File: src/design/bds_pkg.sv
`timescale 1ns / 1ps
// bds_pkg: shared constants, controller/datapath command and status structs,
// and small lookup functions for the box downsampler. No dependencies.
package bds_pkg;

   localparam int BlockEdge      = 8;
   localparam int SampleBitsDflt = 16;
   localparam int FactorW        = 3;

   localparam logic [0:0] CSR_HORIZ = 1'b0;
   localparam logic [0:0] CSR_VERT  = 1'b1;

   typedef struct packed {
      logic       acc;        // accumulate the accepted sample
      logic       div_load;   // load divider with |sum[col]|
      logic       div_step;   // one restoring divide step
      logic       div_write;  // store quotient of column col
      logic       pad_rd;     // read mirror row, column col
      logic       pad_wr;     // copy read word into current row, column col
      logic       out_load;   // move staged row to the output register
      logic       pad_row;    // out_load belongs to a padding row
      logic [2:0] col;
   } bds_cmd_type;

   typedef struct packed {
      logic row_done;    // accepted sample completes an output row
      logic final_line;  // latched final-line flag of the current row
      logic out_free;    // output register can take a row this cycle
      logic block_end;   // current row is row 7
   } bds_status_type;

   function automatic logic [2:0] clamp_factor(input logic [FactorW-1:0] f);
      logic [2:0] r;
      if (f == 3'd0) r = 3'd1;
      else if (f > 3'd4) r = 3'd4;
      else r = f;
      return r;
   endfunction

   // Column index pos / h, limited to 7; h is already clamped to 1..4.
   function automatic logic [2:0] column_of(input logic [4:0] pos, input logic [2:0] h);
      logic [4:0] q;
      logic [9:0] m;
      m = 10'(pos) * 10'd11;
      case (h)
         3'd1: q = pos;
         3'd2: q = {1'b0, pos[4:1]};
         3'd3: q = m[9:5];
         default: q = {2'b0, pos[4:2]};
      endcase
      return (q > 5'd7) ? 3'd7 : q[2:0];
   endfunction

endpackage

File: src/design/bds_ctrl.sv
`timescale 1ns / 1ps
// bds_ctrl: sequencer of the box downsampler (accept, per-column divide,
// padding copy, output hand-off). Depends on bds_pkg.
module bds_ctrl
   import bds_pkg::*;
#(
   parameter int SUM_W = SampleBitsDflt + 4
) (
   input  logic           clock,
   input  logic           reset,
   input  logic           req_tvalid,
   output logic           req_tready,
   input  bds_status_type st,
   output bds_cmd_type    cmd
);

   localparam int StepW = $clog2(SUM_W + 2);
   localparam logic [StepW-1:0] LastStep = StepW'(SUM_W + 1);

   typedef enum logic [2:0] {
      S_IDLE, S_DIV, S_LOAD, S_PAD_RD, S_PAD_WR, S_PAD_LOAD
   } state_type;

   state_type        state_ff, state_in;
   logic [2:0]       col_ff, col_in;
   logic [StepW-1:0] step_ff, step_in;

   always_comb begin
      state_in   = state_ff;
      col_in     = col_ff;
      step_in    = step_ff;
      cmd        = '0;
      cmd.col    = col_ff;
      req_tready = 1'b0;
      unique case (state_ff)
         S_IDLE: begin
            req_tready = 1'b1;
            cmd.acc    = req_tvalid;
            if (req_tvalid && st.row_done) begin
               state_in = S_DIV;
               col_in   = 3'd0;
               step_in  = '0;
            end
         end
         S_DIV: begin
            if (step_ff == '0) begin
               cmd.div_load = 1'b1;
               step_in      = step_ff + 1'b1;
            end else if (step_ff == LastStep) begin
               cmd.div_write = 1'b1;
               step_in       = '0;
               col_in        = col_ff + 3'd1;
               if (col_ff == 3'd7) state_in = S_LOAD;
            end else begin
               cmd.div_step = 1'b1;
               step_in      = step_ff + 1'b1;
            end
         end
         S_LOAD: begin
            if (st.out_free) begin
               cmd.out_load = 1'b1;
               col_in       = 3'd0;
               state_in     = (st.final_line && !st.block_end) ? S_PAD_RD : S_IDLE;
            end
         end
         S_PAD_RD: begin
            cmd.pad_rd = 1'b1;
            state_in   = S_PAD_WR;
         end
         S_PAD_WR: begin
            cmd.pad_wr = 1'b1;
            col_in     = col_ff + 3'd1;
            state_in   = (col_ff == 3'd7) ? S_PAD_LOAD : S_PAD_RD;
         end
         S_PAD_LOAD: begin
            if (st.out_free) begin
               cmd.out_load = 1'b1;
               cmd.pad_row  = 1'b1;
               col_in       = 3'd0;
               state_in     = st.block_end ? S_IDLE : S_PAD_RD;
            end
         end
         default: state_in = S_IDLE;
      endcase
   end

   always_ff @(posedge clock) begin
      if (reset) begin
         state_ff <= S_IDLE;
         col_ff   <= 3'd0;
         step_ff  <= '0;
      end else begin
         state_ff <= state_in;
         col_ff   <= col_in;
         step_ff  <= step_in;
      end
   end

   a_acc_idle: assert property (@(posedge clock) disable iff (reset)
      cmd.acc |-> state_ff == S_IDLE)
      else $error("sample taken outside idle");
   a_load_free: assert property (@(posedge clock) disable iff (reset)
      cmd.out_load |-> st.out_free)
      else $error("output overwritten");
   a_row_div: assert property (@(posedge clock) disable iff (reset)
      (cmd.acc && st.row_done) |=> cmd.div_load && cmd.col == 3'd0)
      else $error("row end did not start divide");
   a_pad_seq: assert property (@(posedge clock) disable iff (reset)
      cmd.pad_rd |=> cmd.pad_wr && $stable(col_ff))
      else $error("pad read not followed by write");

endmodule

File: src/design/bds_datapath.sv
`timescale 1ns / 1ps
// bds_datapath: accumulators, serial divider, row store, staging and
// output registers, and the factor registers. Depends on bds_pkg.
module bds_datapath
   import bds_pkg::*;
#(
   parameter int SAMPLE_BITS = SampleBitsDflt,
   parameter int SUM_W       = SAMPLE_BITS + 4
) (
   input  logic                   clock,
   input  logic                   reset,
   input  logic                   csr_we,
   input  logic [0:0]             csr_addr,
   input  logic [FactorW-1:0]     csr_wdata,
   input  logic [SAMPLE_BITS-1:0] sample,
   input  logic                   line_is_final,
   input  logic                   rsp_tready,
   output logic                   rsp_valid,
   output logic [SAMPLE_BITS-1:0] rsp_col [BlockEdge],
   output logic [2:0]             rsp_row,
   output logic                   rsp_last,
   input  bds_cmd_type            cmd,
   output bds_status_type         st
);

   logic [FactorW-1:0]     horiz_ff, vert_ff;
   logic signed [SUM_W-1:0] sum_ff [BlockEdge];
   logic [4:0]             pos_ff;
   logic [2:0]             lines_ff, row_ff, mirror_ff;
   logic                   final_ff;
   logic [4:0]             norm_ff;
   logic [SUM_W-1:0]       quo_ff;
   logic [4:0]             rem_ff;
   logic                   neg_ff;
   logic [SAMPLE_BITS-1:0] stage_ff [BlockEdge];
   logic [SAMPLE_BITS-1:0] mem [BlockEdge*BlockEdge];
   logic [SAMPLE_BITS-1:0] rd_ff;
   logic                   valid_ff;
   logic [SAMPLE_BITS-1:0] out_ff [BlockEdge];
   logic [2:0]             out_row_ff;
   logic                   out_last_ff;

   logic [2:0]       hc, vc, acc_col, lines_inc;
   logic             line_end, row_done;
   logic [5:0]       t;
   logic             q_bit;
   logic [SUM_W-1:0] quo_signed;
   logic [SAMPLE_BITS-1:0] wr_data;
   logic [5:0]       norm_full;

   always_comb begin
      hc        = clamp_factor(horiz_ff);
      vc        = clamp_factor(vert_ff);
      acc_col   = column_of(pos_ff, hc);
      line_end  = (6'(pos_ff) + 6'd1) >= {hc, 3'b000};
      lines_inc = lines_ff + 3'd1;
      row_done  = line_end && ((lines_inc >= vc) || line_is_final);
      norm_full = 6'(lines_inc) * 6'(hc);
      t         = {rem_ff, quo_ff[SUM_W-1]};
      q_bit     = (t >= 6'(norm_ff));
      quo_signed = neg_ff ? (~quo_ff + 1'b1) : quo_ff;
      wr_data   = cmd.pad_wr ? rd_ff : quo_signed[SAMPLE_BITS-1:0];
   end

   assign st.row_done   = row_done;
   assign st.final_line = final_ff;
   assign st.out_free   = !valid_ff || rsp_tready;
   assign st.block_end  = (row_ff == 3'd7);

   // control state
   always_ff @(posedge clock) begin
      if (reset) begin
         horiz_ff  <= 3'd1;
         vert_ff   <= 3'd1;
         pos_ff    <= 5'd0;
         lines_ff  <= 3'd0;
         row_ff    <= 3'd0;
         mirror_ff <= 3'd0;
         final_ff  <= 1'b0;
         valid_ff  <= 1'b0;
         for (int c = 0; c < BlockEdge; c++) sum_ff[c] <= '0;
      end else begin
         if (csr_we) begin
            if (csr_addr == CSR_HORIZ) horiz_ff <= csr_wdata;
            else vert_ff <= csr_wdata;
         end
         if (cmd.acc) begin
            sum_ff[acc_col] <= sum_ff[acc_col] + SUM_W'($signed(sample));
            if (line_end) begin
               pos_ff   <= 5'd0;
               lines_ff <= lines_inc;
            end else begin
               pos_ff <= pos_ff + 5'd1;
            end
            if (row_done) final_ff <= line_is_final;
         end
         if (cmd.div_write) sum_ff[cmd.col] <= '0;
         if (cmd.out_load) begin
            // block end clears the mirror pointer
            if (row_ff == 3'd7) mirror_ff <= 3'd0;
            else if (cmd.pad_row)
               mirror_ff <= (mirror_ff != 3'd0) ? mirror_ff - 3'd1 : 3'd0;
            else mirror_ff <= row_ff;
            if (!cmd.pad_row) lines_ff <= 3'd0;
            row_ff <= row_ff + 3'd1;
         end
         if (cmd.out_load) valid_ff <= 1'b1;
         else if (rsp_tready) valid_ff <= 1'b0;
      end
   end

   // divider and payload
   always_ff @(posedge clock) begin
      if (cmd.acc && row_done) norm_ff <= norm_full[4:0];
      if (cmd.div_load) begin
         neg_ff <= sum_ff[cmd.col][SUM_W-1];
         quo_ff <= sum_ff[cmd.col][SUM_W-1] ? (~sum_ff[cmd.col] + 1'b1) : sum_ff[cmd.col];
         rem_ff <= 5'd0;
      end else if (cmd.div_step) begin
         rem_ff <= q_bit ? 5'(t - 6'(norm_ff)) : t[4:0];
         quo_ff <= {quo_ff[SUM_W-2:0], q_bit};
      end
      if (cmd.div_write || cmd.pad_wr) stage_ff[cmd.col] <= wr_data;
      if (cmd.out_load) begin
         out_ff      <= stage_ff;
         out_row_ff  <= row_ff;
         out_last_ff <= (row_ff == 3'd7);
      end
   end

   // finished-row store
   always_ff @(posedge clock) begin
      if (cmd.div_write || cmd.pad_wr) mem[{row_ff, cmd.col}] <= wr_data;
      if (cmd.pad_rd) rd_ff <= mem[{mirror_ff, cmd.col}];
   end

   assign rsp_valid = valid_ff;
   assign rsp_col   = out_ff;
   assign rsp_row   = out_row_ff;
   assign rsp_last  = out_last_ff;

endmodule

File: src/design/box_downsampler_8x8_block.sv
`timescale 1ns / 1ps
// box_downsampler_8x8_block: top level of the box-filter downsampler.
// Depends on bds_pkg, bds_ctrl and bds_datapath.
//
// Usage:
//  req_*  : one source sample per word, lines of 8*h samples, left to right.
//           tuser carries the final-line flag (only the line's last word counts).
//  rsp_*  : one averaged 8-sample row per word; tlast marks row 7 of the block.
//  csr_*  : write-only factor registers (0 = horizontal, 1 = vertical),
//           written only while the block is idle; the user must keep to this, the block does not enforce it.
//  Throughput: a sample that does not end an output row is taken every cycle.
//  A row-ending sample starts the serial divider, which works the 8 columns in
//  turn (bit-serial restoring divide, one unit shared by all columns); the row
//  then goes to the output register, and no sample is taken meanwhile. After
//  the image's final line, each padding row is copied with a read then a write
//  per column (one row-store port), plus one hand-off.
//  The output register holds a row while rsp_tready is low; samples keep
//  flowing up to the next row-ending word, whose row then waits for the register.
//  Reset (synchronous) clears sums, counters and the output valid; factors
//  return to 1. The row store needs no clearing.
module box_downsampler_8x8_block
   import bds_pkg::*;
#(
   parameter int SAMPLE_BITS = SampleBitsDflt
) (
   input  logic                   clock,
   input  logic                   reset,
   input  logic                   req_tvalid,
   output logic                   req_tready,
   // [SAMPLE_BITS-1:0] sample, zero filled to whole bytes
   input  logic [((SAMPLE_BITS+7)/8)*8-1:0] req_tdata,
   // [0] line_is_final
   input  logic                   req_tuser,
   output logic                   rsp_tvalid,
   input  logic                   rsp_tready,
   // out_0 .. out_7 (SAMPLE_BITS each), out_row (3), zero filled to bytes
   output logic [((8*SAMPLE_BITS+3+7)/8)*8-1:0] rsp_tdata,
   output logic                   rsp_tlast,   // block_last
   input  logic                   csr_we,
   input  logic [0:0]             csr_addr,
   input  logic [FactorW-1:0]     csr_wdata
);

   localparam int SumW = SAMPLE_BITS + 4;   // 16 summed samples

   bds_cmd_type            cmd;
   bds_status_type         st;
   logic [SAMPLE_BITS-1:0] rsp_col [BlockEdge];
   logic [2:0]             rsp_row;

   bds_ctrl #(.SUM_W(SumW)) u_ctrl (
      .clock      (clock),
      .reset      (reset),
      .req_tvalid (req_tvalid),
      .req_tready (req_tready),
      .st         (st),
      .cmd        (cmd)
   );

   bds_datapath #(.SAMPLE_BITS(SAMPLE_BITS), .SUM_W(SumW)) u_dp (
      .clock         (clock),
      .reset         (reset),
      .csr_we        (csr_we),
      .csr_addr      (csr_addr),
      .csr_wdata     (csr_wdata),
      .sample        (req_tdata[SAMPLE_BITS-1:0]),
      .line_is_final (req_tuser),
      .rsp_tready    (rsp_tready),
      .rsp_valid     (rsp_tvalid),
      .rsp_col       (rsp_col),
      .rsp_row       (rsp_row),
      .rsp_last      (rsp_tlast),
      .cmd           (cmd),
      .st            (st)
   );

   // pack the row, column 0 in the low bits
   always_comb begin
      rsp_tdata = '0;
      for (int c = 0; c < BlockEdge; c++) rsp_tdata[c*SAMPLE_BITS +: SAMPLE_BITS] = rsp_col[c];
      rsp_tdata[BlockEdge*SAMPLE_BITS +: 3] = rsp_row;
   end

endmodule
File: config.mk
export PLATFORM = sky130hd
export DESIGN_NAME = box_downsampler_8x8_block
export DESIGN_NICKNAME = d
export VERILOG_FILES = /design/src/design/bds_pkg.sv /design/src/design/bds_ctrl.sv /design/src/design/bds_datapath.sv /design/src/design/box_downsampler_8x8_block.sv
export SDC_FILE = /design/constraint.sdc
export NUM_CORES = 2
export LEC_CHECK = 0
export ABC_AREA = 1
export BUFFER_PORTS_ARGS = -buffer_cell sky130_fd_sc_hd__buf_2
export CAP_MARGIN = 10
export CORE_ASPECT_RATIO = 0.5
export CORE_MARGIN = 2
export CORE_UTILIZATION = 40
export DETAILED_ROUTE_END_ITERATION = 8
export HOLD_SLACK_MARGIN = 0.1
export SYNTH_ARGS = -nofsm -noshare
export SYNTH_HDL_FRONTEND = slang
export SYNTH_SLANG_ARGS = --single-unit
File: constraint.sdc
create_clock -name clock -period 15.11 [get_ports clock]
set_input_delay 3.022 -clock clock [delete_from_list [all_inputs] [get_ports clock]]
set_output_delay 3.022 -clock clock [all_outputs]
set_load 0.01 [all_outputs]
==> qor.json <==
{
  "outcome": {
    "run_status": "complete, no violations"
  },
  "finish": {
    "cell_area_after_layout_um2": 70700,
    "final_layout_size_suffix_gt1_share_pct": 10.7,
    "layout.area.seq_um2": 45500,
    "multiInputGateArea_um2": 15300,
    "finish.utilization_pct": 45.7,
    "layout.cells.most_common_list": "sky130_fd_sc_hd__edfxtp_1, sky130_fd_sc_hd__nor2_1, sky130_fd_sc_hd__o21ai_0, sky130_fd_sc_hd__nand2_1, sky130_fd_sc_hd__nand3_1",
    "fill_cells": 13803,
    "layout_commonest_cell": "sky130_fd_sc_hd__edfxtp_1",
    "num-nets-final": 5379,
    "area_delta_synth_final_pct": 13.3
  },
  "worst_setup_path": {
    "r2r.worst_path.cells": 27,
    "critPathArrivalTime_ps": 6670,
    "cp.required_ps": 15600,
    "crit_path_top_delay_cell": "sky130_fd_sc_hd__buf_4",
    "rr_endpoint": "u_dp.sum_ff[1][16]",
    "kind_of_launch_point_of_the_worst_setup_path": "register",
    "worst_setup_path_end_kind": "register",
    "worst-r2r-setup-slack_ps": 8930,
    "r2r_start": "u_dp.pos_ff[3]",
    "max_fo_critical_path": 89,
    "worst-setup-path-type": "reg2reg",
    "cp_common_cell": "sky130_fd_sc_hd__nand2_1",
    "critical_path.max_stage_delay_ps": 770
  },
  "synthesis": {
    "synth-seq-cells": 1527,
    "synthesis.instances": 5116,
    "netlist-cell-type-count": 52,
    "post-synth-top-area-fraction_pct": 71.5,
    "synth_edf_count": 1486,
    "ys_top_cells_by_area": "sky130_fd_sc_hd__edfxtp_1, sky130_fd_sc_hd__nor2_1, sky130_fd_sc_hd__o21ai_0, sky130_fd_sc_hd__nand2_1, sky130_fd_sc_hd__nand3_1",
    "netlist_area_um2": 62400,
    "ys_seq_area_share_pct": 72.8,
    "synth.avg_cell_area_um2": 12.2,
    "post-synth-top-area-cell": "sky130_fd_sc_hd__edfxtp_1",
    "synth_flop_cell": "sky130_fd_sc_hd__edfxtp_1",
    "ys_async_sr_fraction_pct": 0,
    "yosys_warnings": 0
  },
  "timing": {
    "maxSlewHeadroom_pct": 20.7,
    "final.setup.tns_ps": 0,
    "rsz0062_at_grt": "false",
    "fin_crit_ps": 6180,
    "post-route-period-util_pct": 40.9,
    "maxSlewViolCount": 0,
    "clock-skew-final_ps": 37.8,
    "timing.final.hold_violations": 0,
    "max_slew.worst_pin.slew_ps": 1180,
    "achievable-frequency_ghz": 0.162,
    "final-setup-viol-count": 0
  },
  "route": {
    "via_count": 41812,
    "drt_iter0_markers": 5488,
    "postRouteAntennaNets": 0,
    "wire_per_inst_um": 23.9,
    "drt-total-wl_um": 179000,
    "avgViaCountPerCell": 5.59,
    "residual_drc": 0,
    "detailedRoute.firstPassIterationCount": 6
  },
  "die": {
    "die_x_um": 563,
    "fp.dieArea_um2": 159000,
    "core_region_area_um2": 155000,
    "die_extent_in_y_um": 283,
    "placementRows": 102,
    "floorplan.initialDensity_pct": 40.3,
    "boundaryPins": 165
  },
  "place": {
    "dpl_cell_area_um2": 66000,
    "port-buffer-count": 159,
    "hpwl_um": 104000,
    "final_weighted_congestion_of_routability_driven_global_placement": 0.898
  },
  "grt": {
    "grt-ovfl-total": 0,
    "first_global_vias": 39644,
    "grt_max_degree": 185,
    "wire_length_of_the_first_global_routing_pass_um": 262000,
    "antenna_violations_before_repair": 6,
    "groute.usage.overall_pct": 22.0
  },
  "clock_tree": {
    "cts-root-buf": "sky130_fd_sc_hd__clkbuf_16",
    "cts_tree": "done",
    "cts.path.max_buffers": 3,
    "cts_hold_repair.buffers": 0,
    "post_cts.resized_instances": 0,
    "cts.clk_slew.worst_paths_ps": 60,
    "cts_num_sinks": 1527,
    "cts_setup_buffers": 0,
    "clock_latency_on_the_worst_skew_pair_ps": 800,
    "cts-htree-levels": 4,
    "clock_buffers_created_by_tritoncts": 144
  },
  "min_path": {
    "hold_wc_startpoint": "u_dp.stage_ff[31]",
    "timing.hold.worst.class": "reg2reg",
    "cell_count_of_the_worst_hold_path": 0,
    "holdPathEnd": "u_dp.rsp_col[31]"
  },
  "power": {
    "power.leakage_nw": 24.4,
    "power_density_nw_per_um2": 173,
    "worst_ir_drop_on_vdd_v": 0.000152
  },
  "job": {
    "max_cap_viol_count": 0
  }
}
==> metal layers <==
metal	wire length, um	track usage [%]	share of wire, %
met5	0	0	0
met4	4660	6.39	2.6
met3	16400	3.91	9.2
met2	81100	34.1	45
met1	76600	31.7	43
==> synth_stat cells, types with 4 or more instances <==
cell type / instances
sky130_fd_sc_hd__edfxtp_1: 1486
sky130_fd_sc_hd__nor2_1: 1151
sky130_fd_sc_hd__o21ai_0: 659
sky130_fd_sc_hd__nand2_1: 526
sky130_fd_sc_hd__nand3_1: 209
sky130_fd_sc_hd__clkbuf_1: 170
sky130_fd_sc_hd__inv_1: 166
sky130_fd_sc_hd__a21oi_1: 123
sky130_fd_sc_hd__buf_2: 71
sky130_fd_sc_hd__o22ai_1: 70
sky130_fd_sc_hd__ha_1: 60
sky130_fd_sc_hd__o2111ai_1: 56
sky130_fd_sc_hd__o211ai_1: 44
sky130_fd_sc_hd__dfxtp_1: 41
sky130_fd_sc_hd__a41oi_1: 33
sky130_fd_sc_hd__nor3_1: 28
sky130_fd_sc_hd__xor2_1: 22
sky130_fd_sc_hd__nand4_1: 17
sky130_fd_sc_hd__o21ai_1: 17
sky130_fd_sc_hd__buf_1: 13
sky130_fd_sc_hd__xnor2_1: 13
sky130_fd_sc_hd__a211oi_1: 12
sky130_fd_sc_hd__inv_2: 12
sky130_fd_sc_hd__a31oi_1: 11
sky130_fd_sc_hd__buf_6: 11
sky130_fd_sc_hd__buf_4: 10
sky130_fd_sc_hd__nor2_2: 8
sky130_fd_sc_hd__o31ai_1: 8
sky130_fd_sc_hd__o32ai_1: 8
sky130_fd_sc_hd__or2_2: 7
sky130_fd_sc_hd__and2_1: 5
sky130_fd_sc_hd__fa_1: 5
sky130_fd_sc_hd__o21ai_2: 5
sky130_fd_sc_hd__a32oi_1: 4
sky130_fd_sc_hd__nand2_2: 4
sky130_fd_sc_hd__nor2_4: 4
sky130_fd_sc_hd__nor4_1: 4
==> registers in the layout, indices dropped and copies added (netlist names), named ones only <==
signal and cells:
u_dp.final_ff 1, u_dp.rd_ff 16, u_dp.mem 1024, u_ctrl.step_ff 5, u_dp.norm_ff 5, u_dp.vert_ff 3
u_dp.rsp_col 128, u_dp.pos_ff 5, u_dp.rem_ff 5, u_dp.rsp_valid 1, u_dp.row_ff 3, u_dp.mirror_ff 3
u_dp.neg_ff 1, u_ctrl.state_ff 3, u_dp.quo_ff 20, u_dp.sum_ff 160, u_dp.lines_ff 3, u_dp.rsp_last 1
u_dp.rsp_row 3, u_dp.horiz_ff 3, u_dp.stage_ff 128, u_ctrl.col_ff 3
==> how the worst max path moves through the flow <==
stage / cells past startpoint / startpoint / to
floorplan: 6 / rsp_tready / u_dp.mirror_ff[2]
global route: 26 / u_dp.pos_ff[3] / u_dp.sum_ff[7][16]
detailed placement: 7 / reset / u_dp.sum_ff[1][12]
finish: 27 / u_dp.pos_ff[3] / u_dp.sum_ff[1][16]
global placement: 7 / reset / u_dp.sum_ff[2][17]
CTS: 27 / u_dp.pos_ff[3] / u_dp.sum_ff[1][16]
==> metrics by stage <==
| step | cells | setup WS [ps] | total power [mW] | hold WS (ps) |
|---|---|---|---|---|
| finish | 7482 | 8930 | 12.2 | 411 |
| global route | 7479 | 8360 | 12.7 | 419 |
| CTS | 7479 | 8920 | 12.2 | 415 |
| detailed placement | 7222 | 8710 | 8.53 | 405 |
| global placement | 7221 | 8810 | 8.47 | 401 |
| floorplan | 5120 | 4520 | 7.28 | 400 |
==> power by group <==
part	internal, mW	total, mW	switching (mW)	leakage, nW
registers	5.28	5.34	0.0650	13.9
clock network	2.08	3.70	1.62	2.32
logic	0.702	3.16	2.46	8.15
total	8.06	12.2	4.14	24.4
==> critical path: cells and delay by family (launching register included) <==
family	cells	cell delay (ps)
flip-flops	1	500
AO/OA/AOI/OAI	4	920
AND/OR/NAND/NOR	15	1670
buffers and inverters	3	1010
adder cells (fa/ha/maj)	5	1750
==> final cells by class <==
class	instances	share of cell area, %
tap	2080	3.68
antenna	3	0.0106
inverter	181	0.982
multi-input combinational	3137	21.7
timing repair buffer	297	2.64
sequential	1527	64.3
clock inverter	87	1.46
clock buffer	170	5.29
==> logic make-up after synthesis <==
| kind of cell | after synthesis | synth area share (%) |
|---|---|---|
| xor+xnor | 35 | 0.491 |
| buf+inv | 456 | 3.08 |
| compound gates | 1060 | 9.62 |
| simple gates | 1972 | 12.7 |
| fa+ha+maj | 65 | 1.36 |
| flops | 1527 | 72.8 |
| other cells | 1 | 0.00601 |
Power figures use the tool's default switching activity.
